===== src/assert_macros.svh =====
// ----------------------------------------------------------------------------
// assert_macros
// Assertion helpers for the RTL files; only lwc_queue includes them.
// ----------------------------------------------------------------------------
`ifndef ASSERT_MACROS_SVH
`define ASSERT_MACROS_SVH

// A condition that must hold at every clock edge outside reset.
`define LWC_ASSERT(lbl, clk, rstn, prop, msg) \
  lbl: assert property (@(posedge clk) disable iff (!rstn) (prop)) else $error(msg);

// A condition that must hold in the cycle after a trigger.
`define LWC_ASSERT_NEXT(lbl, clk, rstn, trig, prop, msg) \
  lbl: assert property (@(posedge clk) disable iff (!rstn) (trig) |=> (prop)) else $error(msg);

`endif


===== src/lwc_pkg.sv =====
// ----------------------------------------------------------------------------
// lwc_pkg
// Types and constants shared by the line window clipper modules.
// ----------------------------------------------------------------------------
package lwc_pkg;

  localparam int COORD_BITS   = 16;
  localparam int DELTA_W      = COORD_BITS + 1;
  localparam int NUM_W        = COORD_BITS + 2;
  localparam int DEN_W        = COORD_BITS + 1;
  localparam int PROD_W       = 2 * NUM_W;
  localparam int DIVD_W       = DEN_W + COORD_BITS;
  localparam int FRONT_STAGES = 6;
  localparam int LERP_LAT     = COORD_BITS + 2;
  localparam int QUEUE_DEPTH  = 4;
  localparam int QPTR_W       = $clog2(QUEUE_DEPTH);
  localparam int QCNT_W       = $clog2(QUEUE_DEPTH + 1);
  localparam int APB_DW       = 32;
  localparam int PADDR_W      = 4;

  typedef logic signed [COORD_BITS-1:0] coord_t;
  typedef logic signed [DELTA_W-1:0]    delta_t;

  typedef enum logic [1:0] {
    RegLeft   = 2'd0,
    RegBottom = 2'd1,
    RegRight  = 2'd2,
    RegTop    = 2'd3
  } lwc_reg_e;

  typedef struct packed {
    coord_t start_x;
    coord_t start_y;
    coord_t end_x;
    coord_t end_y;
  } lwc_in_t;

  typedef struct packed {
    logic   visible;
    coord_t clip_start_x;
    coord_t clip_start_y;
    coord_t clip_end_x;
    coord_t clip_end_y;
  } lwc_out_t;

  typedef struct packed {
    coord_t left;
    coord_t bottom;
    coord_t right;
    coord_t top;
  } lwc_win_t;

  // Exact ratio num/den with den > 0.
  typedef struct packed {
    logic signed [NUM_W-1:0] num;
    logic [DEN_W-1:0]        den;
  } frac_t;

  // A classified segment handed from the front to the back.
  typedef struct packed {
    logic   vis;
    coord_t x0;
    coord_t y0;
    delta_t dx;
    delta_t dy;
    frac_t  u1;
    frac_t  u2;
  } lwc_job_t;

endpackage


===== src/lwc_queue.sv =====
// ----------------------------------------------------------------------------
// lwc_queue
// Short first-in first-out queue of classified segments between the front
// and the back.
// ----------------------------------------------------------------------------
`include "assert_macros.svh"

module lwc_queue import lwc_pkg::*; (
  input  logic     clk_i,
  input  logic     rst_ni,
  input  logic     push_i,
  input  lwc_job_t job_i,
  input  logic     pop_i,
  output lwc_job_t job_o,
  output logic     full_o,
  output logic     empty_o
);

  lwc_job_t          mem_q [QUEUE_DEPTH];
  logic [QPTR_W-1:0] wr_q, rd_q;
  logic [QCNT_W-1:0] cnt_q, cnt_d;

  assign full_o  = (cnt_q == QCNT_W'(QUEUE_DEPTH));
  assign empty_o = (cnt_q == '0);
  assign job_o   = mem_q[rd_q];

  always_comb begin
    cnt_d = cnt_q;
    if (push_i && !pop_i) begin
      cnt_d = cnt_q + QCNT_W'(1);
    end else if (pop_i && !push_i) begin
      cnt_d = cnt_q - QCNT_W'(1);
    end
  end

  always_ff @(posedge clk_i or negedge rst_ni) begin
    if (!rst_ni) begin
      wr_q  <= '0;
      rd_q  <= '0;
      cnt_q <= '0;
    end else begin
      cnt_q <= cnt_d;
      if (push_i) begin
        wr_q <= wr_q + QPTR_W'(1);
      end
      if (pop_i) begin
        rd_q <= rd_q + QPTR_W'(1);
      end
    end
  end

  always_ff @(posedge clk_i) begin
    if (push_i) begin
      mem_q[wr_q] <= job_i;
    end
  end

  `LWC_ASSERT(a_cnt_range, clk_i, rst_ni, cnt_q <= QCNT_W'(QUEUE_DEPTH), "queue count overrun")
  `LWC_ASSERT(a_no_push_full, clk_i, rst_ni, !(push_i && full_o && !pop_i), "push to full queue")
  `LWC_ASSERT(a_no_pop_empty, clk_i, rst_ni, !(pop_i && empty_o), "pop from empty queue")
  `LWC_ASSERT_NEXT(a_push_fills, clk_i, rst_ni, push_i && !pop_i, !empty_o, "push lost")

endmodule


===== config.mk =====
export PLATFORM = sky130hd
export DESIGN_NAME = lwc_queue
export DESIGN_NICKNAME = d
export VERILOG_FILES = /design/src/lwc_pkg.sv /design/src/lwc_queue.sv
export VERILOG_INCLUDE_DIRS = /design/src /design/src/src
export SDC_FILE = /design/constraint.sdc
export NUM_CORES = 1
export LEC_CHECK = 0
export BUFFER_PORTS_ARGS = -buffer_cell sky130_fd_sc_hd__buf_2
export CAP_MARGIN = 20
export CORE_ASPECT_RATIO = 1.75
export CORE_MARGIN = 4
export CORE_UTILIZATION = 39
export DETAILED_ROUTE_END_ITERATION = 7
export PLACE_DENSITY = 0.55
export SYNTH_ARGS = -nofsm -noshare
export SYNTH_HDL_FRONTEND = slang
export SYNTH_SLANG_ARGS = --single-unit

===== constraint.sdc =====
create_clock -name clk_i -period 5.42 [get_ports clk_i]
set_input_delay 1.084 -clock clk_i [delete_from_list [all_inputs] [get_ports clk_i]]
set_output_delay 1.084 -clock clk_i [all_outputs]
set_load 0.03 [all_outputs]

# After elaboration in Yosys (flattened, before gate mapping)
# Memory sizes are Yosys's and may differ from the RTL's.
# Cells that the tools add are included.
[classes]
addsub = 4
eq_ne = 1
mux = 4
reduce_logical = 6
[op_table]
columns = ["op", "count"]
rows = [
  ["$mux W3", 2],
  ["$add A2 B1 Y2 const B", 2],
  ["$add A3 B1 Y3 const B", 1],
  ["$eq A3 B3 Y1 const B", 1],
  ["$logic_not A3 Y1", 1],
  ["$sub A3 B1 Y3 const B", 1],
  ["$logic_and A1 B1 Y1", 2],
  ["$logic_not A1 Y1", 2],
  ["$mux W1", 2],
  ["$reduce_bool A2 Y1", 1],
]
[word_totals]
register_bits = 7
ramBits = 548
out_inout_bits = 139
wordCells = 19
mem_count = 1
[memory_table]
columns = ["memory", "depth", "width", "read_ports", "rd_clocked_by_memory_dff", "wr", "line", "text"]
rows = [
  ["mem_q", 4, 137, 1, 0, 1, "lwc_queue.sv:19", "lwc_job_t mem_q [QUEUE_DEPTH];"],
]

# Longest topological paths before layout
# Gate-level depths: netlist of the first run.
[depth]
ltp_word = 4
ltp_mapped = 7
mapped_depth_nobuf = 7

# Worst setup path after synthesis of the first run
# OpenSTA, ideal clock, no wires.
[synth_timing]
path_kind = "input to register"
start = "input port push_i"
end = "memory mem_q[1][0] (netlist name), enable pin"
setup_time_ps = 512
t_arrival_ps = 4218
required_ps = 4908
slack_ps = 690
cell_stages = 1
cell_sequence = "and2_1"
[synth_via]
elab_chain_len = 2
[synth_lines]
columns = ["item", "line", "text"]
rows = [
  ["start, declared", "lwc_queue.sv:11", "input logic push_i,"],
  ["$mux W1", "lwc_queue.sv:53", "if (push_i) begin"],
  ["$mux W1 (not written as such)", "lwc_queue.sv:54", "mem_q[wr_q] <= job_i;"],
  ["end, declared", "lwc_queue.sv:19", ""],
]
# No other way between the ends.

==> flow_metrics.env, run 1 <==
export IMPL_status="complete, no violations"
export IMPL_worst_pin_slew_ps=966
export IMPL_synth_nets=897
export IMPL_nets=1213
export IMPL_avgSynthCellArea_um2=26.9
export IMPL_viasPerCell=5.01
export IMPL_peakVddDrop_v=0.000317
export IMPL_cp_required_ps=4340
export IMPL_die_y_um=309
export IMPL_maxSlewHeadroom_pct=35.6
export IMPL_grt_pass1_vias=9735
export IMPL_path_class="reg2out"
export IMPL_grt_antenna_before_repair=8
export IMPL_rsz0062_at_grt="false"
export IMPL_wl_um=40900
export IMPL_fin_crit_ps=3890
export IMPL_met2_usage_pct=26.2
export IMPL_die_w_um=180
export IMPL_area_growth_pct=18.9
export IMPL_post_route_drc_count=0
export IMPL_grt_pass1_wl_um=62300
export IMPL_crit_path_end_kind="output port"
export IMPL_grt_start_max_net_pins=72
export IMPL_r2r_slack_ps=3170
export IMPL_clockBufferDepth=3
export IMPL_use_met1_pct=17.2
export IMPL_maxCapViolCount=0
export IMPL_cp_arrival_ps=2810
export IMPL_cts_setup_buffers=0
export IMPL_antenna_left=0
export IMPL_power_density_mw_per_mm2=585
export IMPL_start_util_pct=39.3
export IMPL_ys_seq_area_share_pct=82.5
export IMPL_grt_util_all_layers_pct=14.7
export IMPL_place_congestion=0.701
export IMPL_wl_per_cell_um=23.1
export IMPL_cts_clk_slew_worst_paths_ps=60
export IMPL_cts_num_sinks=555
export IMPL_hold_viol=0
export IMPL_setup_violations_final=0
export IMPL_cts_inserted_buffers=50
export IMPL_tns_ps=0
export IMPL_slew_viol_final=0
export IMPL_final_fill_count=4301
export IMPL_h_tree_depth=2
export IMPL_die_area_mm2=0.0556
export IMPL_placementRows=110
export IMPL_syn_area_mm2=0.0202
export IMPL_met3_usage_pct=4.01
export IMPL_postCtsResizedCells=0
export IMPL_io_pins=280
export IMPL_fmax_mhz=257
export IMPL_insertion_delay_ps=570
export IMPL_synth_cells=750
export IMPL_r2r_end="mem_q[2][61]$_DFFE_PP_"
export IMPL_drtIter0Drc=536
export IMPL_ctsHoldBuffers=0
export IMPL_dpl_hpwl_um=25300
export IMPL_final_cell_mix="edfxtp_1, buf_2, mux4_2"
export IMPL_dr_pass1_iters=4
export IMPL_portBuffers=279
export IMPL_ys_warn_count=0
export IMPL_rr_startpoint="wr_q[0]$_DFFE_PN0P_"
export IMPL_skew_ps=10.3
export IMPL_crit_fanout=37
export IMPL_busiest_layer="met2"
export IMPL_cp_start_kind="flop"
export IMPL_hp_class="in2async"
export IMPL_grt_ovfl_total=0
export IMPL_hold_slack_ps=347
export IMPL_post_route_period_util_pct=71.8
export IMPL_power_leakage_nw=8.08
export IMPL_drive_gt1_share_pct=46.2
export IMPL_cts_root_buf="clkbuf_16"
export IMPL_cts_tree="done"
export IMPL_core_area_mm2=0.0513
export IMPL_final_common_cell="edfxtp_1"
export IMPL_num_vias=8886
export IMPL_yosysUniqueCellTypes=19
export IMPL_ys_ff_latch=555
export IMPL_reg2regPathDepth=4
==> kinds of logic after synthesis <==
logic type	share of synthesized area, %
DFF	82.5
adders and majority gates	0.410
and+or+nand+nor	0.242
xor gates and xnor gates	0.261
buffers and inverters	1.23
muxes	15.4
AOI/OAI and AO/OA	0.0248
==> layer usage <==
layer  vias up  routed length (um)  share of wire (%)
met1      4664               15200                 37
met3        61                2580                6.3
met5         -                  48               0.12
met2       267               22000                 54
met4         8                1090                2.7
li1       3886                   -                  -
==> sequential cells by signal, indices dropped and copies added (netlist names) <==
register  flops
mem_q       548
cnt_q         3
rd_q          2
wr_q          2
==> metrics by stage <==
stage | setup WS (ps) | total power [mW] | util (%) | cell area (um2) | cells
after global placement | 2010 | 10.8 | 43.6 | 22400 | 1686
after floorplan | 690 | 9.47 | - | 20200 | 750
final | 1530 | 14.0 | 46.7 | 24000 | 1775
after CTS | 1370 | 14.3 | 46.7 | 24000 | 1772
after global routing | 1280 | 14.7 | 46.7 | 24000 | 1772
after detailed placement | 2010 | 10.8 | 43.6 | 22400 | 1686
==> cells in the mapped netlist <==
master	number	area [um2]
buf_2	15	75.1
fa_1	1	20.0
and2_1	4	25.0
buf_6	13	146
xnor2_1	2	17.5
mux4_2	137	3090
dfrtp_1	7	175
ha_1	5	62.6
nor3_1	1	5.00
nor2_1	1	3.75
nand2_1	2	7.51
inv_1	4	15.0
clkbuf_2	1	5.00
clkbuf_1	2	7.51
o21ai_0	1	5.00
xor2_1	4	35.0
nor3b_1	1	7.51
mux2_2	1	11.3
edfxtp_1	548	16500
==> critical path, stage by stage, from the launching register on <==
cell and delay (ps):
dfrtp_4 970, buf_4 490, mux4_2 580, buf_2 200
==> power breakdown <==
part | internal (mW) | switching, mW
clock network | 1.96 | 1.49
logic | 1.68 | 2.97
registers | 5.61 | 0.329
total | 9.24 | 4.79
==> area by class of cell <==
cell class / instances / area [um2] / area share [%]
antenna: 3 / 7.51 / 0.0313
sequential: 555 / 16600 / 69.4
inverter: 4 / 15.0 / 0.0626
tap: 672 / 841 / 3.51
clock buffer: 60 / 1310 / 5.46
timing repair buffer: 295 / 1600 / 6.69
multi-input combinational: 160 / 3300 / 13.7
clock inverter: 26 / 265 / 1.11
==> worst max-delay path by stage <==
stage	startpoint	to	slack, ps	depth (start not counted)
3_3_place_gp	rd_q[0]$_DFFE_PN0P_	job_o[64]	2010	3
6_report	rd_q[0]$_DFFE_PN0P_	job_o[38]	1530	3
2_1_floorplan	push_i	mem_q[1][0]$_DFFE_PP_	690	1
5_1_grt	rd_q[0]$_DFFE_PN0P_	job_o[32]	1280	3
4_1_cts	rd_q[0]$_DFFE_PN0P_	job_o[30]	1370	3
3_5_place_dp	rd_q[0]$_DFFE_PN0P_	job_o[30]	2010	3
Note: power is estimated with default switching activity, not from simulation.
==> run 2, diff against run 1 <==
--- a/config.mk
+++ b/config.mk
@@ -12,7 +12,7 @@
 export CORE_MARGIN = 4
 export CORE_UTILIZATION = 39
 export DETAILED_ROUTE_END_ITERATION = 7
-export PLACE_DENSITY = 0.55
+export PLACE_DENSITY = 0.57
 export SYNTH_ARGS = -nofsm -noshare
 export SYNTH_HDL_FRONTEND = slang
 export SYNTH_SLANG_ARGS = --single-unit
==> constraint.sdc (replaced) <==
create_clock -name clk_i -period 3.5 [get_ports clk_i]
set_input_delay 0.7 -clock clk_i [delete_from_list [all_inputs] [get_ports clk_i]]
set_output_delay 0.7 -clock clk_i [all_outputs]
set_load 0.03 [all_outputs]
==> run 2 against run 1 <==
Against the previous run:
- sequential share of layout area shrank 0.91 points
- utilization up 0.62 points
- power increased by 59%
- critical endpoint is now job_o[34]
- clock-buffer cell count stayed put
- first-iteration DRC count down 13%
- highest routed layer unchanged
- cell area rose by 1.3%
- setup slack got worse by 1200 ps
- clock power grew 65%
- sequential power increased by 52%
- flip-flop and latch count unchanged
- largest power group unchanged
- register-to-register slack lost 1500 ps
- largest cell class unchanged
==> flow_metrics.env, run 2 (same netlist as run 1, synthesis figures left out) <==
export IMPL_die_area_mm2=0.0556
export IMPL_dp_slack_ps=865
export IMPL_multi_input_area_mm2=0.00330
export IMPL_crit_path_end_kind="output port"
export IMPL_crit_family="flip-flops"
export IMPL_hold_slack_ps=348
export IMPL_intPower_mw=14.8
export IMPL_core_area_mm2=0.0513
export IMPL_crit_fanout=21
export IMPL_ctsHoldBuffers=1
export IMPL_ff_latch_area_mm2=0.0166
export IMPL_path_class="reg2out"
export IMPL_hold_path_depth=1
export IMPL_critPathLaunch="rd_q[0]$_DFFE_PN0P_"
export IMPL_grt_antenna_before_repair=8
export IMPL_start_util_pct=39.3
export IMPL_cts_num_sinks=555
export IMPL_io_pins=280
export IMPL_power_frac_clock_pct=25.5
export IMPL_hold_viol=0
export IMPL_dpl_hpwl_um=26000
export IMPL_drtIter0Drc=467
export IMPL_fmax_mhz=318
export IMPL_place_congestion=0.708
export IMPL_top_register="mem_q"
export IMPL_peakVddDrop_v=0.000627
export IMPL_hp_class="in2reg"
export IMPL_grt_pass1_vias=9863
export IMPL_skew_ps=10.4
export IMPL_clockBufferDepth=3
export IMPL_wl_per_cell_um=22.9
export IMPL_slowest_stage="dfrtp_4"
export IMPL_cts_tree="done"
export IMPL_grt_start_max_net_pins=105
export IMPL_portBuffers=279
export IMPL_reg2regPathDepth=4
export IMPL_grt_ovfl_total=0
export IMPL_fin_crit_ps=3140
export IMPL_slew_viol_final=0
export IMPL_setup_violations_final=0
export IMPL_die_y_um=309
export IMPL_maxCapViolCount=0
export IMPL_top_regs="mem_q x548, cnt_q x3"
export IMPL_viasPerCell=4.98
export IMPL_maxSlewHeadroom_pct=52.6
export IMPL_final_cell_mix="edfxtp_1, buf_2, mux4_2"
export IMPL_final_common_cell="edfxtp_1"
export IMPL_power_leakage_nw=8.25
export IMPL_rr_startpoint="wr_q[0]$_DFFE_PN0P_"
export IMPL_post_route_drc_count=0
export IMPL_area_growth_pct=20.5
export IMPL_r2r_end="mem_q[2][3]$_DFFE_PP_"
export IMPL_wl_um=41100
export IMPL_worst_pin_slew_ps=711
export IMPL_nets=1224
export IMPL_num_vias=8931
export IMPL_status="complete, no violations"
export IMPL_cp_start_kind="flop"
export IMPL_antenna_left=0
export IMPL_placementRows=110
export IMPL_largest_reg_flops=548
export IMPL_power_frac_seq_pct=40.5
export IMPL_cp_cell_sequence="buf_4, mux4_2, buf_2"
export IMPL_cp_required_ps=2800
export IMPL_cp_arrival_ps=2440
export IMPL_tns_ps=0
export IMPL_max_stage_delay_ps=730
export IMPL_h_tree_depth=2
export IMPL_insertion_delay_ps=560
export IMPL_rsz0062_at_grt="false"
export IMPL_grt_util_all_layers_pct=14.8
export IMPL_power_density_mw_per_mm2=916
export IMPL_switching_power_mw=7.49
export IMPL_crit_buf_inv=2
export IMPL_die_w_um=180
export IMPL_cts_root_buf="clkbuf_16"
export IMPL_switching_share_pct=33.6
export IMPL_grt_pass1_wl_um=62400
export IMPL_path_depth=3
export IMPL_cts_setup_buffers=0
export IMPL_cp_endpoint="job_o[34]"
export IMPL_post_route_period_util_pct=89.8
export IMPL_dr_pass1_iters=4
export IMPL_cts_inserted_buffers=50
export IMPL_r2r_slack_ps=1700
export IMPL_cts_clk_slew_worst_paths_ps=60
export IMPL_drive_gt1_share_pct=47.5
export IMPL_final_fill_count=4201
export IMPL_postCtsResizedCells=0
export IMPL_timing_final_ws_setup_ps=358
export IMPL_combPwrFrac_pct=34.0
-- run 2: layout make-up --
type                    count  share of cell area (%)
clock inverters            31                    1.56
flip-flops and latches    555                    68.5
clock buffers              60                    5.56
repair buffers            306                    7.26
well taps                 672                    3.46
inverters                   4                  0.0618
multi-input cells         160                    13.6
diodes                      5                  0.0515
-- run 2: worst register-to-register path: cells and delay by family, from the launching register on --
kind	cells	cell delay (ps)
buffers and inverters	2	540
DFF	1	420
and+or+nand+nor	1	340
adders and majority gates	1	140
-- run 2: layer usage --
layer,global-route usage [%],routed length (um),vias up
met2,27.7,22900,255
met5,0,21,-
met4,3.90,939,4
met1,17.0,15000,4688
li1,-,-,3918
met3,3.44,2290,66
-- run 2: worst min-delay path by stage --
| stage | from | to | slack [ps] |
|---|---|---|---|
| after floorplan | rst_ni | cnt_q[0]$_DFFE_PN0P_ | 400 |
| after global placement | cnt_q[2]$_DFFE_PN0P_ | cnt_q[2]$_DFFE_PN0P_ | 480 |
| after detailed placement | cnt_q[2]$_DFFE_PN0P_ | cnt_q[2]$_DFFE_PN0P_ | 490 |
| after CTS | job_i[128] | mem_q[3][128]$_DFFE_PP_ | 300 |
| after global routing | job_i[19] | mem_q[0][19]$_DFFE_PP_ | 310 |
| final | job_i[128] | mem_q[3][128]$_DFFE_PP_ | 350 |
-- run 2: power groups by stage --
stage / Sequential, mW / Combinational [mW] / Clock [mW]
final: 9.01 / 7.56 / 5.68
after global routing: 9.12 / 8.05 / 6.14
after CTS: 9.04 / 7.83 / 5.87
after detailed placement: 9.18 / 7.80 / 0
after global placement: 9.12 / 7.80 / 0
after floorplan: 9.06 / 5.51 / 0
-- run 2: stage by stage --
step / total power [mW] / util [%] / area [um2] / instances
floorplan: 14.6 / - / 20200 / 750
global placement: 16.9 / 43.9 / 22500 / 1696
detailed placement: 17.0 / 43.9 / 22500 / 1696
CTS: 22.7 / 47.3 / 24300 / 1788
global route: 23.3 / 47.3 / 24300 / 1788
finish: 22.3 / 47.3 / 24300 / 1793
==> run 3, diff against run 2 <==
--- a/config.mk
+++ b/config.mk
@@ -12,7 +12,7 @@
 export CORE_MARGIN = 4
 export CORE_UTILIZATION = 39
 export DETAILED_ROUTE_END_ITERATION = 7
-export PLACE_DENSITY = 0.57
+export PLACE_DENSITY = 0.55
 export SYNTH_ARGS = -nofsm -noshare
 export SYNTH_HDL_FRONTEND = slang
 export SYNTH_SLANG_ARGS = --single-unit
==> constraint.sdc (replaced) <==
create_clock -name clk_i -period 3.6 [get_ports clk_i]
set_input_delay 0.72 -clock clk_i [delete_from_list [all_inputs] [get_ports clk_i]]
set_output_delay 0.72 -clock clk_i [all_outputs]
set_load 0.03 [all_outputs]
==> run 3 against run 2 <==
Against the previous run:
- clock power fell by 9.5%
- sequential share of layout area grew 0.13 points
- setup slack improved by 97 ps
- largest cell class unchanged
==> flow_metrics.env, run 3 (same netlist as run 1, synthesis figures left out) <==
export IMPL_hp_class="in2reg"
export IMPL_place_inst=1702
export IMPL_tns_ps=0
export IMPL_insertion_delay_ps=560
export IMPL_fmax_mhz=318
export IMPL_crit_fanout=34
export IMPL_h_tree_depth=2
export IMPL_cts_setup_buffers=0
export IMPL_finalPower_mw=21.3
export IMPL_setup_violations_final=0
export IMPL_cp_required_ps=2880
export IMPL_cp_cell_sequence="buf_12, mux4_2, buf_2"
export IMPL_dp_slack_ps=948
export IMPL_worst_pin_slew_ps=705
export IMPL_path_class="reg2out"
export IMPL_timing_final_ws_setup_ps=456
export IMPL_largest_reg_flops=548
export IMPL_peakVddDrop_v=0.000580
export IMPL_cts_tree="done"
export IMPL_maxCapViolCount=0
export IMPL_top_regs="mem_q x548, cnt_q x3"
export IMPL_postCtsResizedCells=0
export IMPL_maxSlewHeadroom_pct=53.0
export IMPL_cts_clk_slew_worst_paths_ps=70
export IMPL_drive_gt1_share_pct=46.7
export IMPL_fin_cells=1795
export IMPL_cts_root_buf="clkbuf_16"
export IMPL_io_pins=280
export IMPL_final_cell_mix="edfxtp_1, buf_2, mux4_2"
export IMPL_hold_slack_ps=375
export IMPL_crit_buf_inv=2
export IMPL_start_util_pct=39.3
export IMPL_die_y_um=309
export IMPL_hold_viol=0
export IMPL_die_area_mm2=0.0556
export IMPL_dpl_hpwl_um=26700
export IMPL_skew_ps=12.9
export IMPL_drtIter0Drc=491
export IMPL_dpl_instance_area_mm2=0.0227
export IMPL_slowest_stage="dfrtp_4"
export IMPL_power_density_mw_per_mm2=879
export IMPL_area_growth_pct=20.3
export IMPL_grt_pass1_vias=9793
export IMPL_top_register="mem_q"
export IMPL_ctsHoldBuffers=1
export IMPL_rsz0062_at_grt="false"
export IMPL_cp_arrival_ps=2420
export IMPL_grt_util_all_layers_pct=14.9
export IMPL_wl_per_cell_um=23.1
export IMPL_grt_antenna_before_repair=9
export IMPL_max_stage_delay_ps=730
export IMPL_core_area_mm2=0.0513
export IMPL_cts_num_sinks=555
export IMPL_cp_start_kind="flop"
export IMPL_crit_path_end_kind="output port"
export IMPL_nets=1229
export IMPL_cts_inserted_buffers=49
export IMPL_fin_util_pct=47.2
export IMPL_die_w_um=180
export IMPL_fin_crit_ps=3140
export IMPL_dr_pass1_iters=4
export IMPL_clockBufferDepth=3
export IMPL_grt_start_max_net_pins=50
export IMPL_portBuffers=279
export IMPL_grt_pass1_wl_um=62900
export IMPL_crit_family="flip-flops"
export IMPL_antenna_left=0
export IMPL_post_route_drc_count=0
export IMPL_placementRows=110
export IMPL_final_area_mm2=0.0242
export IMPL_viasPerCell=5.00
export IMPL_power_leakage_nw=8.21
export IMPL_wl_um=41500
export IMPL_post_route_period_util_pct=87.3
export IMPL_status="complete, no violations"
export IMPL_final_common_cell="edfxtp_1"
export IMPL_grt_ovfl_total=0
export IMPL_num_vias=8970
export IMPL_place_congestion=0.715
export IMPL_slew_viol_final=0
-- run 3: cell types whose count changed in the layout (fill, tap and decap cells not counted), sizes merged, moves of 3 or more --
| cell | change |
|---|---|
| diode | -3 |
| bufinv | -3 |
| buf | +6 |
| inv | -3 |
| clkbuf | +3 |
-- run 3: final cells by class --
class	instances	area, um2
Fill cell	4279	27100
Sequential cell	555	16600
Multi-Input combinational cell	160	3300
Timing Repair Buffer	312	1870
Clock buffer	63	1320
Tap cell	672	841
Clock inverter	27	262
Inverter	4	15.0
Antenna cell	2	5.00
-- run 3: metal layers --
| metal | vias to the layer above | wire [um] | GRT usage [%] |
|---|---|---|---|
| met5 | - | 34 | 0 |
| met4 | 6 | 1040 | 4.54 |
| met3 | 72 | 2520 | 3.67 |
| met2 | 240 | 22000 | 26.5 |
| met1 | 4740 | 15900 | 18.0 |
| li1 | 3912 | - | - |
-- run 3: path summary, 6_finish.rpt --
kind / slack (ps) / cells past startpoint / end / start
min: 370 / 1 / mem_q[2][65]$_DFFE_PP_ / job_i[65]
max in group asynchronous: 2890 / 2 / rd_q[1]$_DFFE_PN0P_ / rst_ni
min in group asynchronous: 530 / 2 / cnt_q[2]$_DFFE_PN0P_ / rst_ni
max: 460 / 3 / job_o[100] / rd_q[0]$_DFFE_PN0P_
max reg2reg: 1630 / 4 / mem_q[1][125]$_DFFE_PP_ / wr_q[1]$_DFFE_PN0P_
min reg2reg: 500 / 1 / cnt_q[2]$_DFFE_PN0P_ / cnt_q[2]$_DFFE_PN0P_
-- run 3: worst reg2reg max path, cell delays in order (launching register included) --
cell and delay [ps]:
dfrtp_1 400, inv_1 100, ha_1 150, and2_4 550
buf_4 440
-- run 3: power by group --
| group | leakage [nW] | total (mW) | internal [mW] | switching [mW] |
|---|---|---|---|---|
| logic | 2.32 | 7.36 | 2.69 | 4.67 |
| clock network | 0.773 | 5.14 | 2.95 | 2.19 |
| registers | 5.11 | 8.82 | 8.43 | 0.387 |
